**config.mk**
```make
export PLATFORM = sky130hd
export DESIGN_NAME = rmte_sqrt
export DESIGN_NICKNAME = d
export VERILOG_FILES = /design/src/assert_macros.svh /design/src/rmte_pkg.sv /design/src/rmte_sqrt.sv
export SDC_FILE = /design/constraint.sdc
export NUM_CORES = 2
export LEC_CHECK = 0
export ABC_AREA = 1
export BUFFER_PORTS_ARGS = -buffer_cell sky130_fd_sc_hd__buf_2
export CAP_MARGIN = 20
export CORE_MARGIN = 2
export CORE_UTILIZATION = 70
export CTS_CLUSTER_DIAMETER = 30
export DETAILED_ROUTE_END_ITERATION = 7
export GPL_TIMING_DRIVEN = 1
export PLACE_DENSITY = 0.84
export SYNTH_ARGS = -nofsm -noshare
export SYNTH_HDL_FRONTEND = slang
export SYNTH_SLANG_ARGS = --single-unit
```
**constraint.sdc**
```tcl
create_clock -name clk -period 14.2 [get_ports clk]
set_clock_uncertainty 0.1 [all_clocks]
set_input_delay 0 -clock clk [delete_from_list [all_inputs] [get_ports clk]]
set_output_delay 0 -clock clk [all_outputs]
set_load 0.02 [all_outputs]
```
**src/assert_macros.svh**
```systemverilog
// assertion macros for the euler angle block
// no dependencies; compiled out when SYNTHESIS is defined
`ifndef ASSERT_MACROS_SVH
`define ASSERT_MACROS_SVH
`ifndef SYNTHESIS
`define ASSERT_CLK(lbl, prop, msg) \
    lbl: assert property (@(posedge clk) disable iff (!rst_n) prop) else $error(msg);
`define ASSERT_NEXT(lbl, ante, cons, msg) \
    lbl: assert property (@(posedge clk) disable iff (!rst_n) (ante) |=> (cons)) \
        else $error(msg);
`else
`define ASSERT_CLK(lbl, prop, msg)
`define ASSERT_NEXT(lbl, ante, cons, msg)
`endif
`endif

```
**src/rmte_pkg.sv**
```systemverilog
// shared types, constants and the arctangent table for the euler angle block
// no dependencies
package rmte_pkg;

    localparam int CORDIC_STEPS_DEF = 16;
    localparam int IN_W    = 25;   // scaled atan2 inputs
    localparam int CW      = 28;   // cordic x and y
    localparam int ZW      = 26;   // angle accumulator, degrees times 65536
    localparam int SQ_W    = 48;
    localparam int ROOT_W  = 24;
    localparam int SQRT_LAT = ROOT_W + 2;

    localparam logic signed [ZW-1:0] DEG180_FINE = ZW'(11796480);
    localparam logic signed [ZW-1:0] DEG90_FINE  = ZW'(5898240);
    localparam logic signed [16:0] HALF_TURN = 17'sd23040;
    localparam logic signed [16:0] FULL_TURN = 17'sd46080;
    localparam logic signed [16:0] PITCH_LIM = 17'sd11520;

    typedef struct packed {
        logic        singular;
        logic [15:0] yaw_second;
        logic [15:0] pitch_second;
        logic [15:0] roll_second;
        logic [15:0] yaw_first;
        logic [14:0] pitch_first;
        logic [15:0] roll_first;
    } rmte_res_t;

    function automatic logic [ZW-1:0] atan_fine(input int i);
        logic [ZW-1:0] v;
        case (i)
            0:  v = ZW'(2949120);
            1:  v = ZW'(1740967);
            2:  v = ZW'(919879);
            3:  v = ZW'(466945);
            4:  v = ZW'(234379);
            5:  v = ZW'(117304);
            6:  v = ZW'(58670);
            7:  v = ZW'(29335);
            8:  v = ZW'(14668);
            9:  v = ZW'(7334);
            10: v = ZW'(3667);
            11: v = ZW'(1833);
            12: v = ZW'(917);
            13: v = ZW'(458);
            14: v = ZW'(229);
            15: v = ZW'(115);
            16: v = ZW'(57);
            17: v = ZW'(29);
            18: v = ZW'(14);
            19: v = ZW'(7);
            20: v = ZW'(4);
            21: v = ZW'(2);
            22: v = ZW'(1);
            default: v = '0;
        endcase
        return v;
    endfunction

endpackage

```
**src/rmte_sqrt.sv**
```systemverilog
// pipelined magnitude of the third-row tail: floor(sqrt((a^2 + b^2) * 65536))
// depends on rmte_pkg
module rmte_sqrt
    import rmte_pkg::*;
(
    input  logic                     clk,
    input  logic                     en,
    input  logic signed [15:0]       a,
    input  logic signed [15:0]       b,
    output logic [ROOT_W-1:0]        root
);

    logic signed [31:0] pa_reg, pb_reg;
    logic [SQ_W-1:0]    rem_reg  [0:ROOT_W];
    logic [ROOT_W-1:0]  root_reg [0:ROOT_W];
    logic [31:0]        sq;

    assign sq = 32'(pa_reg) + 32'(pb_reg);

    always_ff @(posedge clk)
    begin
        if (en)
        begin
            pa_reg      <= a * a;
            pb_reg      <= b * b;
            rem_reg[0]  <= {sq, 16'b0};
            root_reg[0] <= '0;
        end
    end

    for (genvar j = 0; j < ROOT_W; j++)
    begin : g_bit
        localparam int K = ROOT_W - 1 - j;
        logic [SQ_W-1:0] cmp;
        assign cmp = ({{(SQ_W-ROOT_W){1'b0}}, root_reg[j]} << (K + 1))
                   + ({{(SQ_W-1){1'b0}}, 1'b1} << (2 * K));
        always_ff @(posedge clk)
        begin
            if (en)
            begin
                if (rem_reg[j] >= cmp)
                begin
                    rem_reg[j+1]  <= rem_reg[j] - cmp;
                    root_reg[j+1] <= root_reg[j] | ({{(ROOT_W-1){1'b0}}, 1'b1} << K);
                end
                else
                begin
                    rem_reg[j+1]  <= rem_reg[j];
                    root_reg[j+1] <= root_reg[j];
                end
            end
        end
    end

    assign root = root_reg[ROOT_W];

endmodule

```
==> qor.yml <==
status: "finished with violations"
failed_checks: "design-rule violations"
fin_crit_sh_pct: 42.0
fin_util_pct: 78.3
start_util_pct: 70.7
antenna_found_initial: 5
ys_seq_elements: 1179
final_cell_mix: "nand2_1 (2,828), inv_1 (2,347), edfxtp_1 (1,179)"
grt_pass1_vias: 79900
synth_top_area_cell: "edfxtp_1"
gp_congestion: 1.04
r2r-end: "rem_reg[2][285]"
clk_latency_ps: 870
drtPass1Iterations: 8
top_layer: "met5"
fin_nets: 12400
cts-resized-gates: 0
critPathRequiredTime_ps: 14680
rows: 132
postRouteAntennaNets: 0
power_density_nw_per_um2: 244
path_class: "in2reg"
wl_mm: 274
clockBufferDepth: 3
layout_commonest_cell: "nand2_1"
worstReg2RegStart: "rem_reg[2][200]"
setup_violations: 0
tns_ps: 0
ir_drop_uv: 742
worst_slack_ps: 8230
worst_slew_pin_slew_ps: 1120
synth_area_um2: 91800
dr_wl_met3_mm: 25.1
dp_hpwl_mm: 205
synth_top_area_share_pct: 38.6
cp-startpoint: "a[1]"
syn_area_per_cell_um2: 8.18
slew_headroom_pct: 25.0
cts_setup_buffers: 0
dieArea_um2: 134000
grtUsageTotal_pct: 40.7
finalMaxSlewViolations: 0
cp-end-kind: "flop"
via_count: 79900
r2r.worst_path.cells: 10
vias_per_cell: 5.99
grt_overflow_total: 0
synth_area_leaders: "edfxtp_1 (39%), nand2_1 (12%), fa_1 (10%)"
portBuffers: 57
dpl.cell_count: 12900
ios: 58
synth-edff-count: 1179
route.detailed.drc: 198
wl_per_cell_um: 20.5
fp.dieH_um: 366
min_path_type: "in2reg"
cts_tree: "yes"
dr_wl_met2_mm: 131
grt_pass1_wl_mm: 428
hold_violations: 0
largest_register_ffs: 817
hold_ws_ps: 106
drv_cap: 0
detailedPlace.worstSlack_ps: 7900
cts_sinks: 1179
critPathCapture: "pa_reg[21]"
die_w_um: 366
start_kind: "input port"
rsz0062_at_grt: "no"
post-route-min-period_ps: 5970
clock.fmax_mhz: 168
critPathMaxFanout: 18
fin_cells: 13300
p_leak_nw: 48.6
drt_iter0_markers: 9961
crit_arrival_ps: 6450
rrSetupSlack_ps: 10290
yosys_warnings: 0
seq_area_frac_synth_pct: 38.6
synth_cell_types: 59
ctsHtreeMaxLevel: 4
clockRootBuffer: "clkbuf_16"
clk_pin_slew_ps: 60
synthArstFlopShare_pct: 0
wirelength_met1_mm: 97.4
synth-main-ff-cell: "edfxtp_1"
drive_gt1_share_pct: 6.05
core-area_um2: 130000
syn_nets: 12300
numCtsBuffers: 228
area_delta_synth_final_pct: 10.7
grt_max_degree: 194
synthCells: 11200
-- synthesized netlist by cell type (5+ instances only) --
master	instances
nand2_1	2828
inv_1	2347
edfxtp_1	1179
nor2_1	1119
nand3_1	582
ha_1	516
fa_1	476
a21oi_1	448
o21ai_0	249
nand4_1	217
xor2_1	193
xnor2_1	190
nor3_1	175
clkbuf_1	87
o21ai_1	84
nor4_1	62
nand3b_1	45
o21bai_1	35
o21ai_2	34
nand2_2	31
nor2_2	31
or2_2	30
buf_6	27
a21oi_2	23
inv_2	21
a21o_1	18
buf_4	16
o21a_1	15
buf_2	14
nand3_2	12
o211ai_1	12
a31oi_1	11
and2_1	11
nor2_4	10
and3_1	9
a211oi_1	6
a21boi_0	6
a31o_2	6
nor3_2	6
nand4_2	5
nor4_2	5
-- power by group --
group          switching (mW)  internal, mW
registers               0.551          5.08
clock network            2.10          3.40
logic                    9.14          4.55
total                    11.8          13.0
-- worst max-delay path: stages --
cell,delay [ps]
dlygate4sd3_1,560
buf_2,300
inv_1,310
nand2_1,130
fa_1,550
inv_1,60
fa_1,510
fa_1,520
fa_1,520
fa_1,550
inv_1,70
fa_1,540
inv_1,50
ha_1,400
nand2_1,120
nand2_1,110
inv_1,90
nand2_1,100
a21oi_1,250
o21ai_0,210
a21oi_1,260
inv_1,70
nand2_1,70
nand2_1,70
-- layer usage --
layer / track usage, % / vias to the layer above
met2: 68.4 / 5276
met1: 49.2 / 37000
met4: 25.4 / 8
met5: 0 / -
li1: - / 36100
met3: 6.59 / 1418
-- per-stage QoR --
stage	power [mW]	area, um2
2_1_floorplan	14.7	91800
4_1_cts	24.4	102000
5_1_grt	26.4	102000
6_report	24.8	102000
3_5_place_dp	18.6	93600
3_3_place_gp	18.3	93600
-- kinds of logic (layout without fill, tap and decap cells) --
| group | Yosys count | count (layout) | synth area share (%) |
|---|---|---|---|
| other | 0 | 2 | 0 |
| AND/OR/NAND/NOR | 5199 | 5199 | 24.0 |
| AO/OA/AOI/OAI | 956 | 956 | 5.79 |
| buffers and inverters | 2516 | 2882 | 10.6 |
| XOR/XNOR | 384 | 384 | 3.67 |
| flip-flops | 1179 | 1179 | 38.6 |
| adder cells (fa/ha/maj) | 992 | 992 | 17.4 |
-- repair_timing --
action / CTS / global route
hold buffers: 6 / 0
hold endpoints to repair: 121 / 0
setup endpoints to repair: 0 / 0
-- how the worst min path moves through the flow --
stage / depth (start not counted) / startpoint / end / slack, ps
5_1_grt: 2 / a[0] / pa_reg[0] / 80
4_1_cts: 2 / a[0] / pa_reg[0] / 50
3_3_place_gp: 0 / rem_reg[0][86] / rem_reg[0][134] / 320
2_1_floorplan: 0 / a[0] / pa_reg[0] / -1
6_report: 2 / b[0] / pb_reg[0] / 110
3_5_place_dp: 0 / rem_reg[0][87] / rem_reg[0][135] / 330
-- layout make-up --
type,instances,area [um2]
diodes,2,5.00
clock buffers,240,5750
clock inverters,195,2230
fillers,8458,28100
inverters,2368,8890
multi-input cells,7531,46700
flip-flops and latches,1179,35400
well taps,1742,2180
repair buffers,79,526
Power figures use the tool's default switching activity.
