`src/assert_macros.svh`:
```
// assertion macros for the euler angle block
// no dependencies; compiled out when SYNTHESIS is defined
`ifndef ASSERT_MACROS_SVH
`define ASSERT_MACROS_SVH
`ifndef SYNTHESIS
`define ASSERT_CLK(lbl, prop, msg) \
    lbl: assert property (@(posedge clk) disable iff (!rst_n) prop) else $error(msg);
`define ASSERT_NEXT(lbl, ante, cons, msg) \
    lbl: assert property (@(posedge clk) disable iff (!rst_n) (ante) |=> (cons)) \
        else $error(msg);
`else
`define ASSERT_CLK(lbl, prop, msg)
`define ASSERT_NEXT(lbl, ante, cons, msg)
`endif
`endif

```
`src/rmte_pkg.sv`:
```
// shared types, constants and the arctangent table for the euler angle block
// no dependencies
package rmte_pkg;

    localparam int CORDIC_STEPS_DEF = 16;
    localparam int IN_W    = 25;   // scaled atan2 inputs
    localparam int CW      = 28;   // cordic x and y
    localparam int ZW      = 26;   // angle accumulator, degrees times 65536
    localparam int SQ_W    = 48;
    localparam int ROOT_W  = 24;
    localparam int SQRT_LAT = ROOT_W + 2;

    localparam logic signed [ZW-1:0] DEG180_FINE = ZW'(11796480);
    localparam logic signed [ZW-1:0] DEG90_FINE  = ZW'(5898240);
    localparam logic signed [16:0] HALF_TURN = 17'sd23040;
    localparam logic signed [16:0] FULL_TURN = 17'sd46080;
    localparam logic signed [16:0] PITCH_LIM = 17'sd11520;

    typedef struct packed {
        logic        singular;
        logic [15:0] yaw_second;
        logic [15:0] pitch_second;
        logic [15:0] roll_second;
        logic [15:0] yaw_first;
        logic [14:0] pitch_first;
        logic [15:0] roll_first;
    } rmte_res_t;

    function automatic logic [ZW-1:0] atan_fine(input int i);
        logic [ZW-1:0] v;
        case (i)
            0:  v = ZW'(2949120);
            1:  v = ZW'(1740967);
            2:  v = ZW'(919879);
            3:  v = ZW'(466945);
            4:  v = ZW'(234379);
            5:  v = ZW'(117304);
            6:  v = ZW'(58670);
            7:  v = ZW'(29335);
            8:  v = ZW'(14668);
            9:  v = ZW'(7334);
            10: v = ZW'(3667);
            11: v = ZW'(1833);
            12: v = ZW'(917);
            13: v = ZW'(458);
            14: v = ZW'(229);
            15: v = ZW'(115);
            16: v = ZW'(57);
            17: v = ZW'(29);
            18: v = ZW'(14);
            19: v = ZW'(7);
            20: v = ZW'(4);
            21: v = ZW'(2);
            22: v = ZW'(1);
            default: v = '0;
        endcase
        return v;
    endfunction

endpackage

```
`src/rmte_cordic.sv`:
```
// unrolled vectoring cordic atan2 with axis cases, rounding to q8.7 and wrap
// depends on rmte_pkg
module rmte_cordic
    import rmte_pkg::*;
#(
    parameter int CORDIC_STEPS = CORDIC_STEPS_DEF
)
(
    input  logic                    clk,
    input  logic                    en,
    input  logic signed [IN_W-1:0]  y_in,
    input  logic signed [IN_W-1:0]  x_in,
    output logic signed [15:0]      angle
);

    localparam int N = (CORDIC_STEPS < 24) ? CORDIC_STEPS : 24;

    logic signed [CW-1:0] x_reg [0:N];
    logic signed [CW-1:0] y_reg [0:N];
    logic signed [ZW-1:0] z_reg [0:N];
    logic                 fix_reg [0:N];
    logic signed [15:0]   angle_reg;

    logic signed [CW-1:0] xe, ye;
    logic signed [ZW-1:0] zr;
    logic signed [16:0]   q, qw;

    assign xe = {{(CW-IN_W){x_in[IN_W-1]}}, x_in};
    assign ye = {{(CW-IN_W){y_in[IN_W-1]}}, y_in};

    always_ff @(posedge clk)
    begin
        if (en)
        begin
            x_reg[0]   <= xe;
            y_reg[0]   <= ye;
            z_reg[0]   <= '0;
            fix_reg[0] <= 1'b0;
            if (y_in == '0)
            begin
                fix_reg[0] <= 1'b1;
                z_reg[0]   <= (x_in < 0) ? DEG180_FINE : '0;
            end
            else if (x_in == '0)
            begin
                fix_reg[0] <= 1'b1;
                z_reg[0]   <= (y_in > 0) ? DEG90_FINE : -DEG90_FINE;
            end
            else if (x_in < 0)
            begin
                z_reg[0] <= (y_in >= 0) ? DEG180_FINE : -DEG180_FINE;
                x_reg[0] <= -xe;
                y_reg[0] <= -ye;
            end
        end
    end

    for (genvar i = 0; i < N; i++)
    begin : g_step
        logic signed [ZW-1:0] t;
        assign t = atan_fine(i);
        always_ff @(posedge clk)
        begin
            if (en)
            begin
                fix_reg[i+1] <= fix_reg[i];
                if (y_reg[i] > 0)
                begin
                    x_reg[i+1] <= x_reg[i] + (y_reg[i] >>> i);
                    y_reg[i+1] <= y_reg[i] - (x_reg[i] >>> i);
                    z_reg[i+1] <= fix_reg[i] ? z_reg[i] : z_reg[i] + t;
                end
                else
                begin
                    x_reg[i+1] <= x_reg[i] - (y_reg[i] >>> i);
                    y_reg[i+1] <= y_reg[i] + (x_reg[i] >>> i);
                    z_reg[i+1] <= fix_reg[i] ? z_reg[i] : z_reg[i] - t;
                end
            end
        end
    end

    assign zr = z_reg[N] + ZW'(256);
    assign q  = zr[ZW-1:9];

    always_comb
    begin
        qw = q;
        if (q >= HALF_TURN)
            qw = q - FULL_TURN;
        else if (q < -HALF_TURN)
            qw = q + FULL_TURN;
    end

    always_ff @(posedge clk)
    begin
        if (en)
            angle_reg <= qw[15:0];
    end

    assign angle = angle_reg;

endmodule

```
`config.mk`:
```
export PLATFORM = sky130hd
export DESIGN_NAME = rmte_cordic
export DESIGN_NICKNAME = d
export VERILOG_FILES = /design/src/assert_macros.svh /design/src/rmte_pkg.sv /design/src/rmte_cordic.sv
export SDC_FILE = /design/constraint.sdc
export NUM_CORES = 2
export LEC_CHECK = 0
export BUFFER_PORTS_ARGS = -buffer_cell sky130_fd_sc_hd__buf_4
export CORE_MARGIN = 10
export CORE_UTILIZATION = 55
export DETAILED_ROUTE_END_ITERATION = 12
export GPL_TIMING_DRIVEN = 0
export PLACE_DENSITY = 0.71
export SLEW_MARGIN = 15
export SYNTH_ARGS = -nofsm -noshare
export SYNTH_HDL_FRONTEND = slang
export SYNTH_SLANG_ARGS = --single-unit
```
`constraint.sdc`:
```
create_clock -name clk -period 18.05 [get_ports clk]
set_input_delay 0.9025 -clock clk [delete_from_list [all_inputs] [get_ports clk]]
set_output_delay 0.9025 -clock clk [all_outputs]
set_load 0.01 [all_outputs]
```
==> results.ini <==
[run_status]
outcome=finished, final reports clean

[critical_path]
worst-endpoint-required_ps=18600
criticalPathCategory=reg2reg
worst_r2r_endpoint=x_reg[13][26]$_DFFE_PP_
worstSetupStartpointType=flip-flop
timing.critical_path.arrival_ps=8930
critical_path_peak_fanout=10
crit-reg2reg-launch=y_reg[12][12]$_DFFE_PP_
timing.reg2reg.setup_slack_ps=9670
worst-r2r-cell-count=20
crit_path_end_kind=flip-flop

[final_layout]
sequential_cell_area_mm2=0.0380
diodes=0
num-fill-cells=16013
fin_nets=12118
largest_register_ff_count=447
multiInputGateArea_mm2=0.0618
area_delta_synth_final_pct=8.78
final_layout_size_suffix_gt1_frac=0.0421

[sta]
clock_skew_ps=28.1
tightestPinTransition_ps=1110
finalHoldViolations=0
setup_total_negative_slack_ps=0
slew_violations=0
period_needed_ps=8380
setup_viol=0
layout_worst_path_cycle_share=0.464
timing.max_slew.rel_slack=0.260
max_fclk_ghz=0.119
setup_repair_after_global_routing_missed_its_margin=no

[placement]
hpwlAfterDp_um=221000
rd_place_congestion=0.951
portBuffers=67

[route]
drt_wl_total_um=281000
drt-initial-drc-count=7271
detail-route-antenna-nets=0
drc=0
vias=84738
detailedRoute.firstPassIterationCount=6
vias_per_cell=6.17
routed_wire_length_per_instance_um=20.4

[floorplan]
die_w_um=452
design.portCount=68
core-area_mm2=0.185
initial_core_util=0.553
die-height_um=452
placement_rows=158
die_area_mm2=0.204

[clocking]
cts_repair_resize_count=0
clock_insertion_delay_worst_skew_ps=830
longest_clk_path_bufs=3
h-tree-depth=4
root_buffer=sky130_fd_sc_hd__clkbuf_16
cts.sinks=1267
path_clk_slew_ps=60
post-cts-setup-buffer-count=0
tritoncts.num_buffers=147
cts_tree=done
cts-hold-fix-buffers=0

[yosys]
synthesized_area_fraction_occupied_by_ao_oa_aoi_and_oai_cells=0.189
dominantRegCellSynth=sky130_fd_sc_hd__edfxtp_1
muxShareOfSynthArea=0.00678
number_of_instances_in_the_synthesized_netlist=10912
syn_area_per_cell_um2=9.40
synth_area_leaders=sky130_fd_sc_hd__edfxtp_1 (37%), sky130_fd_sc_hd__ha_1 (11%), sky130_fd_sc_hd__xnor2_1 (7.8%), sky130_fd_sc_hd__xor2_1 (5.9%), sky130_fd_sc_hd__a21oi_1 (4.8%)
synth.lib_cells_used.distinct=96
synthesized_area_fraction_occupied_by_and_or_nand_nor_cells=0.155
synth_seq_cells=1267
synth_fa_ha_area_frac=0.115
mappedNetlistNets=11887
main_combinational_cell_family_by_area_after_synthesis=compound AO/OA/AOI/OAI gates
number_of_warnings_reported_in_the_yosys_synthesis_log=0
yosysMostFrequentCell=sky130_fd_sc_hd__edfxtp_1
post-synth-top-area-fraction=0.371
post_synth_xor_xnor_area=0.137
asyncSetResetFlopFracSynth=0
synth-seq-area-share=0.371
synthTopCellsByCount=sky130_fd_sc_hd__edfxtp_1 (1267), sky130_fd_sc_hd__a21oi_1 (976), sky130_fd_sc_hd__nor2_1 (934), sky130_fd_sc_hd__xnor2_1 (913), sky130_fd_sc_hd__ha_1 (894)
post-synth-top-area-cell=sky130_fd_sc_hd__edfxtp_1
netlist_area_mm2=0.103
synth_edf_count=1267

[grt]
number_of_global_route_vias_before_repair=80762
grt.total_usage=0.263
grt_max_degree=67
globalRoute.totalOverflow=0
grt_pass1_wl_um=440000
grt_antenna_before_repair=3

[min_path]
worst_hold_path_type=in2reg
worstHoldEndpoint=x_reg[0][0]$_DFFE_PP_
holdCritStartpoint=x_in[0]
min_delay_path_depth=1

[job]
cap_violations=0

-- placed cells by master, fill, tap and decap left out, types with 53 or more instances in the layout --
master	n
sky130_fd_sc_hd__nand2_1	683
sky130_fd_sc_hd__xnor2_1	913
sky130_fd_sc_hd__edfxtp_1	1267
sky130_fd_sc_hd__a21oi_1	976
sky130_fd_sc_hd__or4_1	76
sky130_fd_sc_hd__nor4_1	114
sky130_fd_sc_hd__and2_1	66
sky130_fd_sc_hd__o21a_1	123
sky130_fd_sc_hd__nor2_1	934
sky130_fd_sc_hd__buf_4	68
sky130_fd_sc_hd__o21bai_1	130
sky130_fd_sc_hd__a31oi_1	116
sky130_fd_sc_hd__ha_1	894
sky130_fd_sc_hd__nor3_1	333
sky130_fd_sc_hd__nand3_1	242
sky130_fd_sc_hd__nor2b_1	110
sky130_fd_sc_hd__o31ai_1	157
sky130_fd_sc_hd__or3_1	131
sky130_fd_sc_hd__xor2_1	692
sky130_fd_sc_hd__nand2b_1	158
sky130_fd_sc_hd__buf_1	53
sky130_fd_sc_hd__clkbuf_1	246
sky130_fd_sc_hd__and3_1	104
sky130_fd_sc_hd__clkbuf_16	149
sky130_fd_sc_hd__inv_1	415
sky130_fd_sc_hd__o41ai_1	65
sky130_fd_sc_hd__o21ai_0	644
sky130_fd_sc_hd__a211oi_1	143
sky130_fd_sc_hd__nand4_1	108
sky130_fd_sc_hd__a21o_1	362
-- per-stage QoR --
step / std cells / worst slack (ps) / instance area [um^2] / hold slack, ps / util
3_5_place_dp: 13474 / 9630 / 107000 / 409 / 0.575
2_1_floorplan: 10912 / 12070 / 103000 / 400 / -
6_report: 13742 / 9670 / 112000 / 278 / 0.602
5_1_grt: 13742 / 9190 / 112000 / 254 / 0.602
3_3_place_gp: 13459 / 7410 / 106000 / 406 / 0.573
4_1_cts: 13742 / 9630 / 112000 / 224 / 0.602
-- logic make-up (layout without fill, tap and decap cells) --
family | count (synthesis) | in the layout
AOI/OAI and AO/OA | 3079 | 3079
xor gates and xnor gates | 1605 | 1605
adders and majority gates | 923 | 923
buffers and inverters | 739 | 1089
DFF | 1267 | 1267
muxes | 66 | 66
and+or+nand+nor | 3233 | 3233
-- critical path, cell delays in order (launching register included) --
cell and delay, ps:
sky130_fd_sc_hd__edfxtp_1 510, sky130_fd_sc_hd__inv_1 140, sky130_fd_sc_hd__ha_1 180, sky130_fd_sc_hd__or3b_2 500
sky130_fd_sc_hd__nor4_2 630, sky130_fd_sc_hd__nand3_1 280, sky130_fd_sc_hd__a21oi_1 850, sky130_fd_sc_hd__clkbuf_1 610
sky130_fd_sc_hd__buf_1 600, sky130_fd_sc_hd__mux2i_1 260, sky130_fd_sc_hd__fa_1 510, sky130_fd_sc_hd__a211oi_1 240
sky130_fd_sc_hd__o21bai_1 140, sky130_fd_sc_hd__a2111oi_0 590, sky130_fd_sc_hd__o21a_1 260, sky130_fd_sc_hd__o31ai_1 150
sky130_fd_sc_hd__o31ai_1 470, sky130_fd_sc_hd__o22ai_1 180, sky130_fd_sc_hd__a221oi_1 630, sky130_fd_sc_hd__o21ai_0 190
sky130_fd_sc_hd__xor2_1 190
-- final cells by class --
cell class                 instances  area share
timing repair buffer              82     0.00807
buffer                           320      0.0118
sequential                      1267       0.341
clock inverter                    95     0.00983
multi-input combinational       8906       0.553
inverter                         419      0.0141
tap                             2480      0.0278
clock buffer                     173      0.0342
-- worst max-delay path by stage --
| stage | endpoint | slack [ps] | start | cells after the start |
|---|---|---|---|---|
| CTS | x_reg[13][26]$_DFFE_PP_ | 9630 | y_reg[12][12]$_DFFE_PP_ | 20 |
| floorplan | x_reg[13][26]$_DFFE_PP_ | 12070 | y_reg[12][12]$_DFFE_PP_ | 20 |
| global placement | x_reg[14][27]$_DFFE_PP_ | 7410 | en | 16 |
| detailed placement | y_reg[5][26]$_DFFE_PP_ | 9630 | en | 20 |
| finish | x_reg[13][26]$_DFFE_PP_ | 9670 | y_reg[12][12]$_DFFE_PP_ | 20 |
| global route | y_reg[3][22]$_DFFE_PP_ | 9190 | y_reg[2][2]$_DFFE_PP_ | 23 |
-- layer usage --
layer	GRT usage	up-vias	share of wire
met2	0.436	2782	0.47
met3	0.0348	526	0.059
li1	-	40876	-
met4	0.0924	2	0.034
met5	0	-	0.000028
met1	0.354	40552	0.44
Power is left out: the tool's default activity adds up to more than one toggle a clock period on the data nets, which glitch-free logic cannot reach.
